==> src/led_blink_pattern_sequencer_unit_assert.svh <==
// Assertion macros for the LED blink pattern sequencer.
// Used by the top level; needs i_clk and i_rst_n in the including scope.
`ifndef LED_BLINK_PATTERN_SEQUENCER_UNIT_ASSERT_SVH
`define LED_BLINK_PATTERN_SEQUENCER_UNIT_ASSERT_SVH

// Same-cycle implication, disabled while reset is low.
`define LBPS_ASSERT_NOW(lbl, ante, cons, msg) \
    lbl: assert property (@(posedge i_clk) disable iff (!i_rst_n) \
        (ante) |-> (cons)) else $error(msg);

// Next-cycle implication, disabled while reset is low.
`define LBPS_ASSERT_NEXT(lbl, ante, cons, msg) \
    lbl: assert property (@(posedge i_clk) disable iff (!i_rst_n) \
        (ante) |=> (cons)) else $error(msg);

`endif

==> src/lbps_pkg.sv <==
// Shared types, constants and tables for the LED blink pattern sequencer.
// No dependencies.
package lbps_pkg;

    localparam int TICKS_PER_SECOND = 100;
    localparam int PATTERN_DEPTH    = 8;
    localparam int IDX_W            = $clog2(PATTERN_DEPTH);
    localparam int TICK_W           = 10;
    localparam int RATE_COUNT       = 15;
    localparam int REG_ENTRIES      = 8;

    // Command codes of an input word
    localparam logic [1:0] CMD_TICK     = 2'd0;
    localparam logic [1:0] CMD_SET_HOLD = 2'd1;
    localparam logic [1:0] CMD_SET      = 2'd2;

    // Configuration register indexes
    localparam logic [1:0] CFG_COLOR_ACTIVE_HIGH = 2'd0;
    localparam logic [1:0] CFG_RATE_SEL          = 2'd1;
    localparam logic [1:0] CFG_PATTERN           = 2'd2;

    localparam logic [3:0]  RATE_SEL_RESET   = 4'd14;
    localparam logic [31:0] PATTERN_RESET    = 32'h0101_0101;
    localparam logic [3:0]  COLOR_PIN_MASK   = 4'hE;

    // Phase durations in ticks, worked out from milliseconds at elaboration
    localparam logic [TICK_W-1:0] ON_TICKS [RATE_COUNT] = '{
        TICK_W'((40  * TICKS_PER_SECOND) / 1000), TICK_W'((44  * TICKS_PER_SECOND) / 1000),
        TICK_W'((50  * TICKS_PER_SECOND) / 1000), TICK_W'((57  * TICKS_PER_SECOND) / 1000),
        TICK_W'((67  * TICKS_PER_SECOND) / 1000), TICK_W'((80  * TICKS_PER_SECOND) / 1000),
        TICK_W'((100 * TICKS_PER_SECOND) / 1000), TICK_W'((133 * TICKS_PER_SECOND) / 1000),
        TICK_W'((160 * TICKS_PER_SECOND) / 1000), TICK_W'((200 * TICKS_PER_SECOND) / 1000),
        TICK_W'((240 * TICKS_PER_SECOND) / 1000), TICK_W'((267 * TICKS_PER_SECOND) / 1000),
        TICK_W'((400 * TICKS_PER_SECOND) / 1000), TICK_W'((500 * TICKS_PER_SECOND) / 1000),
        TICK_W'((750 * TICKS_PER_SECOND) / 1000)
    };
    localparam logic [TICK_W-1:0] OFF_TICKS [RATE_COUNT] = '{
        TICK_W'((10  * TICKS_PER_SECOND) / 1000), TICK_W'((11  * TICKS_PER_SECOND) / 1000),
        TICK_W'((13  * TICKS_PER_SECOND) / 1000), TICK_W'((14  * TICKS_PER_SECOND) / 1000),
        TICK_W'((16  * TICKS_PER_SECOND) / 1000), TICK_W'((20  * TICKS_PER_SECOND) / 1000),
        TICK_W'((25  * TICKS_PER_SECOND) / 1000), TICK_W'((34  * TICKS_PER_SECOND) / 1000),
        TICK_W'((40  * TICKS_PER_SECOND) / 1000), TICK_W'((50  * TICKS_PER_SECOND) / 1000),
        TICK_W'((58  * TICKS_PER_SECOND) / 1000), TICK_W'((66  * TICKS_PER_SECOND) / 1000),
        TICK_W'((100 * TICKS_PER_SECOND) / 1000), TICK_W'((130 * TICKS_PER_SECOND) / 1000),
        TICK_W'((750 * TICKS_PER_SECOND) / 1000)
    };

    typedef struct packed {
        logic [IDX_W-1:0]  pattern_index;
        logic              in_on_phase;
        logic [TICK_W-1:0] ticks_left;
        logic [TICK_W-1:0] off_ticks;
        logic              override_hold;
        logic [3:0]        current_mask;
    } t_state;

    typedef struct packed {
        logic        color_active_high;
        logic [3:0]  rate_sel;
        logic [31:0] pattern;
    } t_cfg;

endpackage

==> src/led_blink_pattern_sequencer_unit.sv <==
// Top level of the LED blink pattern sequencer: handshakes, registers, result stage.
// Depends on lbps_pkg, lbps_core and led_blink_pattern_sequencer_unit_assert.svh.
//
//   channel  | handshake              | payload
//   ---------+------------------------+------------------------------------
//   input    | i_valid / o_ready      | i_cmd[1:0], i_leds[3:0], i_override
//   result   | o_valid / i_ready      | o_pins[3:0], o_led_state[3:0], o_phase_on
//   config   | i_cfg_valid / o_cfg_ready | i_cfg_index[1:0], i_cfg_data[31:0]
//
// Each word passes through the input register, then the result register; one word per
// cycle sustained while i_ready holds, set by the single state update.
// Reset (synchronous, active low) empties both stages and restores state and config.
// A stalled result holds the result register; the input register keeps filling
// until it too is full, then o_ready drops. Config writes are always taken.
`include "led_blink_pattern_sequencer_unit_assert.svh"

module led_blink_pattern_sequencer_unit (
    input  logic        i_clk,
    input  logic        i_rst_n,
    input  logic        i_valid,
    output logic        o_ready,
    input  logic [1:0]  i_cmd,
    input  logic [3:0]  i_leds,
    input  logic        i_override,
    output logic        o_valid,
    input  logic        i_ready,
    output logic [3:0]  o_pins,
    output logic [3:0]  o_led_state,
    output logic        o_phase_on,
    input  logic        i_cfg_valid,
    output logic        o_cfg_ready,
    input  logic [1:0]  i_cfg_index,
    input  logic [31:0] i_cfg_data
);

    // Input stage
    logic       r_in_valid;
    logic [1:0] r_cmd;
    logic [3:0] r_leds;
    logic       r_override;

    // Result stage
    logic       r_out_valid;
    logic [3:0] r_pins;
    logic [3:0] r_led_state;
    logic       r_phase_on;

    // Sequencer state and config
    lbps_pkg::t_state r_state;
    lbps_pkg::t_state n_state;
    lbps_pkg::t_cfg   r_cfg;

    logic w_advance;
    logic w_in_take;
    logic [3:0] w_pins;

    // Move a word to the result stage when it is free or being drained
    assign w_advance = r_in_valid && (!r_out_valid || i_ready);
    assign o_ready   = !r_in_valid || w_advance;
    assign w_in_take = i_valid && o_ready;

    assign o_cfg_ready = 1'b1;

    lbps_core u_core (
        .i_state    (r_state),
        .i_cfg      (r_cfg),
        .i_cmd      (r_cmd),
        .i_leds     (r_leds),
        .i_override (r_override),
        .o_state    (n_state)
    );

    // Color pins flip when they are wired active low; white never flips
    assign w_pins = r_cfg.color_active_high ? n_state.current_mask
                                            : (n_state.current_mask ^ lbps_pkg::COLOR_PIN_MASK);

    always_ff @(posedge i_clk) begin
        if (!i_rst_n) begin
            r_in_valid <= 1'b0;
        end else if (w_in_take) begin
            r_in_valid <= 1'b1;
        end else if (w_advance) begin
            r_in_valid <= 1'b0;
        end
    end

    always_ff @(posedge i_clk) begin
        if (w_in_take) begin
            r_cmd      <= i_cmd;
            r_leds     <= i_leds;
            r_override <= i_override;
        end
    end

    always_ff @(posedge i_clk) begin
        if (!i_rst_n) begin
            r_out_valid <= 1'b0;
        end else if (w_advance) begin
            r_out_valid <= 1'b1;
        end else if (i_ready) begin
            r_out_valid <= 1'b0;
        end
    end

    always_ff @(posedge i_clk) begin
        if (w_advance) begin
            r_pins      <= w_pins;
            r_led_state <= n_state.current_mask;
            r_phase_on  <= n_state.in_on_phase;
        end
    end

    // Commit state once per word, as it leaves the input stage
    always_ff @(posedge i_clk) begin
        if (!i_rst_n) begin
            r_state <= '0;
        end else if (w_advance) begin
            r_state <= n_state;
        end
    end

    // Config writes; out-of-range rates and unknown indexes are dropped
    always_ff @(posedge i_clk) begin
        if (!i_rst_n) begin
            r_cfg.color_active_high <= 1'b1;
            r_cfg.rate_sel          <= lbps_pkg::RATE_SEL_RESET;
            r_cfg.pattern           <= lbps_pkg::PATTERN_RESET;
        end else if (i_cfg_valid) begin
            unique case (i_cfg_index)
                lbps_pkg::CFG_COLOR_ACTIVE_HIGH: begin
                    r_cfg.color_active_high <= i_cfg_data[0];
                end
                lbps_pkg::CFG_RATE_SEL: begin
                    if (i_cfg_data[3:0] < 4'(lbps_pkg::RATE_COUNT)) begin
                        r_cfg.rate_sel <= i_cfg_data[3:0];
                    end
                end
                lbps_pkg::CFG_PATTERN: begin
                    r_cfg.pattern <= i_cfg_data;
                end
                default: begin
                    // no register here: drop the word
                end
            endcase
        end
    end

    assign o_valid     = r_out_valid;
    assign o_pins      = r_pins;
    assign o_led_state = r_led_state;
    assign o_phase_on  = r_phase_on;

    // A tick always leaves a running countdown behind it
    `LBPS_ASSERT_NEXT(a_tick_reload, w_advance && (r_cmd == lbps_pkg::CMD_TICK),
        r_state.ticks_left != '0, "tick left a zero countdown")
    // A held override freezes the ring position on ticks
    `LBPS_ASSERT_NEXT(a_hold_freeze,
        w_advance && r_state.override_hold && (r_cmd == lbps_pkg::CMD_TICK),
        $stable(r_state.pattern_index), "pattern index moved under override")
    // A word that cannot move on stays in the input stage unchanged
    `LBPS_ASSERT_NEXT(a_in_hold, r_in_valid && !w_advance,
        r_in_valid && $stable(r_cmd) && $stable(r_leds), "input stage lost a word")
    // Every word leaving the input stage lands in the result stage
    `LBPS_ASSERT_NEXT(a_out_load, w_advance, r_out_valid, "result stage missed a word")

endmodule

==> src/lbps_core.sv <==
// Next-state logic of the sequencer for one input word.
// Depends on lbps_pkg.
module lbps_core (
    input  lbps_pkg::t_state i_state,
    input  lbps_pkg::t_cfg   i_cfg,
    input  logic [1:0]       i_cmd,
    input  logic [3:0]       i_leds,
    input  logic             i_override,
    output lbps_pkg::t_state o_state
);

    logic [3:0] w_entry [lbps_pkg::PATTERN_DEPTH];
    logic [3:0] w_rate;
    logic [lbps_pkg::IDX_W-1:0] w_idx_next;

    // Ring entries beyond the register read as all off
    always_comb begin
        for (int k = 0; k < lbps_pkg::PATTERN_DEPTH; k++) begin
            if (k < lbps_pkg::REG_ENTRIES) begin
                w_entry[k] = i_cfg.pattern[4 * (k % lbps_pkg::REG_ENTRIES) +: 4];
            end else begin
                w_entry[k] = 4'd0;
            end
        end
    end

    assign w_rate = (i_cfg.rate_sel < 4'(lbps_pkg::RATE_COUNT)) ? i_cfg.rate_sel
                                                                : 4'(lbps_pkg::RATE_COUNT - 1);

    assign w_idx_next = (i_state.pattern_index == lbps_pkg::IDX_W'(lbps_pkg::PATTERN_DEPTH - 1))
                      ? '0 : i_state.pattern_index + 1'b1;

    always_comb begin
        o_state = i_state;
        unique case (i_cmd)
            lbps_pkg::CMD_TICK: begin
                if (i_state.ticks_left > lbps_pkg::TICK_W'(1)) begin
                    o_state.ticks_left = i_state.ticks_left - 1'b1;
                end else begin
                    // phase boundary: apply next entry unless held
                    if (!i_state.override_hold) begin
                        o_state.current_mask  = w_entry[i_state.pattern_index];
                        o_state.pattern_index = w_idx_next;
                    end
                    o_state.in_on_phase = !i_state.in_on_phase;
                    if (!i_state.in_on_phase) begin
                        o_state.ticks_left = lbps_pkg::ON_TICKS[w_rate];
                        o_state.off_ticks  = lbps_pkg::OFF_TICKS[w_rate];
                    end else begin
                        o_state.ticks_left = i_state.off_ticks;
                    end
                end
            end
            lbps_pkg::CMD_SET_HOLD: begin
                o_state.override_hold = i_override;
                o_state.current_mask  = i_leds;
            end
            lbps_pkg::CMD_SET: begin
                o_state.current_mask = i_leds;
            end
            default: begin
                // unused command: hold everything
            end
        endcase
    end

endmodule

==> config.mk <==
export PLATFORM = sky130hd
export DESIGN_NAME = led_blink_pattern_sequencer_unit
export DESIGN_NICKNAME = d
export VERILOG_FILES = /design/src/lbps_pkg.sv /design/src/led_blink_pattern_sequencer_unit.sv /design/src/lbps_core.sv
export VERILOG_INCLUDE_DIRS = /design/src /design/src/src
export SDC_FILE = /design/constraint.sdc
export NUM_CORES = 1
export LEC_CHECK = 0
export BUFFER_PORTS_ARGS = -buffer_cell sky130_fd_sc_hd__buf_2
export CORE_MARGIN = 1
export CORE_UTILIZATION = 35
export DETAILED_ROUTE_END_ITERATION = 12
export MAX_ROUTING_LAYER = met4
export PLACE_DENSITY_LB_ADDON = 0.3
export SLEW_MARGIN = 20
export SYNTH_ARGS = -nofsm -noshare
export SYNTH_HDL_FRONTEND = slang
export SYNTH_SLANG_ARGS = --single-unit
==> constraint.sdc <==
create_clock -name i_clk -period 2.4 [get_ports i_clk]
set_input_delay 0.72 -clock i_clk [delete_from_list [all_inputs] [get_ports i_clk]]
set_output_delay 0.72 -clock i_clk [all_outputs]
set_load 0.05 [all_outputs]
Word level (Yosys, flattened, before mapping)
Memories as Yosys holds them, arrays and structs flattened.
Cells that the tools add are included.
{ "classes": {"addsub": 2, "multipliers": 0, "div": 0, "order_cmp": 5, "n_eq_ne": 5, "shifts": 0, "muxes": 23, "bitwise": 6, "reduce_logical": 19} }
{ "ops": {"columns": ["cell", "n"], "rows": [
  ["$mux W10", 8],
  ["$mux W4", 6],
  ["$mux W21", 1],
  ["$bmux W4 S3", 1],
  ["$gt A10 B1 Y1 const B", 1],
  ["$sub A10 B1 Y10 const B", 1],
  ["$lt A4 B4 Y1 const B", 2],
  ["$pmux W4 S2", 1],
  ["$reduce_and A2 Y1", 4],
  ["$reduce_and A4 Y1", 2],
  ["$ge A5 B5 Y1 const B", 1],
  ["$mux W1", 5],
  ["$not A4 Y5", 1],
  ["$eq A2 B1 Y1 const B", 2],
  ["$eq A2 B2 Y1 const B", 2],
  ["$ge A4 B4 Y1 const B", 1],
  ["$logic_not A2 Y1", 2],
  ["$not A3 Y4", 1],
  ["$reduce_bool A2 Y1", 2],
  ["$add A3 B1 Y3 const B", 1],
  ["$eq A3 B3 Y1 const B", 1],
  ["$logic_not A1 Y1", 3],
  ["$mux W3", 1],
  ["$not A1 Y1", 3],
  ["5 further kinds", 7]
]} }
{ "totals": {"register_bits": 84, "latchBits": 0, "mem_bits_rw": 0, "mem_bits_ro": 320, "inputBits": 46, "out_inout_bits": 12, "n_memories": 2} }
{ "memory_table": {"columns": ["memory", "depth", "word_bits", "read_ports", "rd_ports_with_merged_regs", "wr", "line", "rtl"], "rows": [
  ["(no name shown)", 16, 10, 1, 0, 0, "lbps_core.sv:47", "o_state.ticks_left = lbps_pkg::ON_TICKS[w_rate];"],
  ["(no name shown)", 16, 10, 1, 0, 0, "lbps_core.sv:48", "o_state.off_ticks = lbps_pkg::OFF_TICKS[w_rate];"]
]} }

Longest topological paths before layout
{ "depth": {"ltp_word": 9, "mapped_depth": 11} }

Modules after synthesis
From an unflattened synthesis, not the netlist that was laid out.
{ "unflattened": {"cells_unflattened": 487, "hier_area_um2": 4356.7} }
{ "modules_own_cells": {"columns": ["module", "instances", "cells_each", "area_each_um2"], "rows": [
  ["led_blink_pattern_sequencer_unit", 1, 327, 3135.5],
  ["lbps_core", 1, 160, 1221.2]
]} }

Worst setup path before layout
Ideal clock, no wire load.
{ "synth_timing": {"kind": "reg-to-reg", "from": "register r_state[17] in the netlist's numbering", "to": "register r_state[7] in the netlist's numbering", "setup_ns": 0.070, "t_arrival_ns": 2.429, "t_required_ns": 2.330, "path_slack_ns": -0.099, "stages_incl_launch_ff": 9, "path_buffers": 1, "synth_period_minus_slack_ns": 2.499, "cell_sequence": "dfxtp_1 > or4_4 > or3_1 > clkbuf_1 > clkinv_1 > ha_1 > nand4_1 > a211o_1 > a21oi_1"} }
{ "synth_via": {"elab_chain_cells": 3} }
{ "synth_rtl": {"columns": ["element", "line", "rtl"], "rows": [
  ["from (decl)", "led_blink_pattern_sequencer_unit.sv:49", "lbps_pkg::t_state r_state;"],
  ["from (signal assigned)", "led_blink_pattern_sequencer_unit.sv:118", "r_state <= n_state;"],
  ["$gt A10 B1 Y1", "lbps_core.sv:37", "if (i_state.ticks_left > lbps_pkg::TICK_W'(1)) begin"],
  ["$not A1 Y1 (no line)", null, null],
  ["$reduce_and A4 Y1 (no line)", null, null]
]} }
No other way between the ends.
A chain may end at the register's enable or synchronous reset.

Worst setup path after layout
{ "layout_timing": {"from": "register r_state[17] in the netlist's numbering", "to": "register r_state[27] in the netlist's numbering"} }
Same word-level chain as after synthesis.

==> metrics.txt <==
DP HPWL=5930 µm; area of the core=about 0.01 mm²; H-tree depth=3; RSZ-0062 raised after global routing=no; vias per cell=a little over 5; Final Max Tran Viols=0; Hold Crit Class=reg2reg; hold_sp=r_cfg[5]; cell chosen for the clock root=clkbuf_8; Ys Warns=0; Placement Rows=36; layout cell share with drive strength beyond 1=between 20% and 30%; antenna-violating nets left=0; CTS clk-pin slew, worst paths=about 0.07 ns; CP Max Fanout=7; final clock skew=around 0.0091 ns; TritonCTS clock tree=done; Routed WL per cell=~13 µm; # diodes=0; Final WS setup=~0.10 ns; DR vias=3044; net load switching power=about 0.69 mW; dpl cells=roughly 600; commonest non-fill, non-tap cell in the layout=nand2_1; power density over the cells=about 600 mW/mm²; synthesized cell area=between 0.003 and 0.004 mm²; Lkg Pwr=about 1.7 nW; vias in the first global route=3026; initial antenna violation count=0; crit share post-route=between 90 and 100%; die footprint=approximately 0.011 mm²; Hold Path Stages=2; Net Sw Frac=26.4%; final wirelength=roughly 8100 µm; DRC violations left=0; Tot GR Track Use=16.7%; Mean Syn Cell Area=just under 9 µm²; clock power share=a little under a third; DRT iter0 DRCs=roughly 180; Comb power frac=between 10% and 20%; Final Hold Fails=0; syn nets=~460; peak supply drop=320 µV; P&R area growth vs syn=19.0%; Worst R2R Start=r_state[17]; Synth top area share=a little over a third; outcome=finished, final reports clean; Tmin final=about 2.3 ns; final setup vio count=0; Critical Path Start Type=register; Seq pwr share=between 50% and 60%; DP Area=0.00413 mm²; port buffer count=56; FF-to-FF End=r_state[27]; Top Ports=between 50 and 60; Synth Register Bits=78; register area share after synthesis=between 40% and 50%; CTS buffer count=9; clock sink count=a little under 80; largest net degree at the start of global routing=33; First-pass DRT Iterations=4; Critical Path RT=around 2.7 ns; die width=between 100 and 150 µm; r2r setup slk=between 0.09 and 0.1 ns; Starting Density=a little over a third; Arrival @ worst endpoint=between 2 and 3 ns; internal power=between 1.5 and 2 mW; Post-synth EDFFs=15; most frequent cells in the layout=nand2_1 (84), dfxtp_1 (63), buf_2 (56); Post-Syn Instances=approximately 410; Clock Latency Late Sink=roughly 0.35 ns; Synth async-reset ratio=0%; Max Root-Sink Buffers=2; CP Class=reg2reg; Die H=about 100 µm; final instance area=about 0.0043 mm²; MaxCap Viol Count=0; post-route setup TNS=0 ns; pre-CTS WS=between 0.05 and 0.06 ns; cells on worst reg2reg path=5; cts hold-fix bufs=0; final net count=521; synth top area cells=dfxtp_1 (35%), edfxtp_1 (12%), nand2_1 (8.7%), a21oi_1 (7.6%), mux4_2 (5.0%); first-pass GRT wire length=between 10000 and 15000 µm; Min-Delay Endpoint=r_cfg[5]; Synth area leader=dfxtp_1; non-filler cells, final=602; grt total ovfl=0; Crit. End Element=register; routability cong.=~0.85; fmax=0.435 GHz; synth unique cells=56; top_reg_cell synth=dfxtp_1
## worst max path at each step
stage	from	endpoint
2_1_floorplan	r_state[17]	r_state[7]
3_3_place_gp	r_state[17]	r_state[27]
3_5_place_dp	r_state[17]	r_state[27]
4_1_cts	r_state[17]	r_state[27]
5_1_grt	r_state[17]	o_pins[3]
6_report	r_state[17]	r_state[27]
## through the flow
step | total power [mW] | utilization, % | hold WS [ns]
after detailed placement | 1.83 | 41.7 | 0.448
after global placement | 1.82 | 41.7 | 0.440
final | 2.63 | 43.4 | 0.453
after global routing | 2.77 | 43.4 | 0.477
after floorplan | 1.70 | - | 0.431
after CTS | 2.66 | 43.2 | 0.459
## per-layer routing
| layer | part of all wire [%] | GRT usage, % | vias to the layer above |
|---|---|---|---|
| met3 | 5.4 | 4.85 | 16 |
| met1 | 47 | 20.3 | 1399 |
| met2 | 46 | 26.1 | 83 |
| li1 | - | - | 1546 |
| met5 | 0 | - | - |
| met4 | 1.8 | 6.63 | 0 |
## power by group through the flow
stage,clock network [mW],logic (mW),registers (mW)
after floorplan,0,0.223,1.48
after global routing,0.917,0.426,1.43
after CTS,0.855,0.381,1.42
after detailed placement,0,0.380,1.45
final,0.824,0.385,1.42
after global placement,0,0.372,1.45
## registers in the layout, summed over array words and instances (netlist names)
name / count
r_cfg: 37
r_state: 24
o_pins: 4
r_leds: 4
o_led_state: 3
r_cmd: 2
o_phase_on: 1
o_valid: 1
r_in_valid: 1
r_override: 1
## final cells by class
| cell class | count | area (µm²) |
|---|---|---|
| Multi-Input combinational cell | 287 | 1750 |
| Clock buffer | 12 | 145 |
| Timing Repair Buffer | 77 | 463 |
| Tap cell | 133 | 166 |
| Sequential cell | 78 | 1710 |
| Fill cell | 1008 | 5610 |
| Inverter | 13 | 50.0 |
| Clock inverter | 2 | 10.0 |
## cells in the mapped netlist, types with 2 or more instances
master / instances
and2_1: 3
mux4_2: 8
nand3_1: 10
edfxtp_1: 15
nor2_1: 24
nor4_1: 9
mux2i_1: 11
o21a_1: 2
or4_1: 5
inv_1: 11
nand4_1: 3
a21oi_1: 55
nor2b_1: 2
clkbuf_1: 25
or3_1: 2
or2_2: 3
dfxtp_1: 63
nor3b_1: 2
a31oi_1: 2
nor3_1: 4
nand2_1: 84
nand2b_1: 5
buf_4: 2
xor2_1: 2
a211o_1: 2
a221oi_1: 3
o31ai_1: 2
ha_1: 9
o21ai_0: 12
## cell families (layout without fill, tap and decap cells)
group | count (synthesis) | count (layout) | synth area share (%)
compound gates | 90 | 90 | 14.5
xor+xnor | 3 | 3 | 0.727
fa+ha+maj | 9 | 9 | 3.12
buf+inv | 42 | 104 | 4.60
flops | 78 | 78 | 47.4
mux | 20 | 20 | 8.34
other cells | 1 | 1 | 0.104
simple gates | 164 | 164 | 21.3
## critical path, cell delays in order, from the launching register on
cell	delay, ns
dfxtp_1	0.32
or4_4	0.55
or3_4	0.45
or3_4	0.41
or3b_1	0.35
a21oi_1	0.15
## repair_timing
action,4_1_cts,5_1_grt
setup endpoints to repair,0,8
gates resized for setup,0,3
setup buffers,0,0
hold endpoints to repair,0,0
Power figures use the tool's default switching activity.
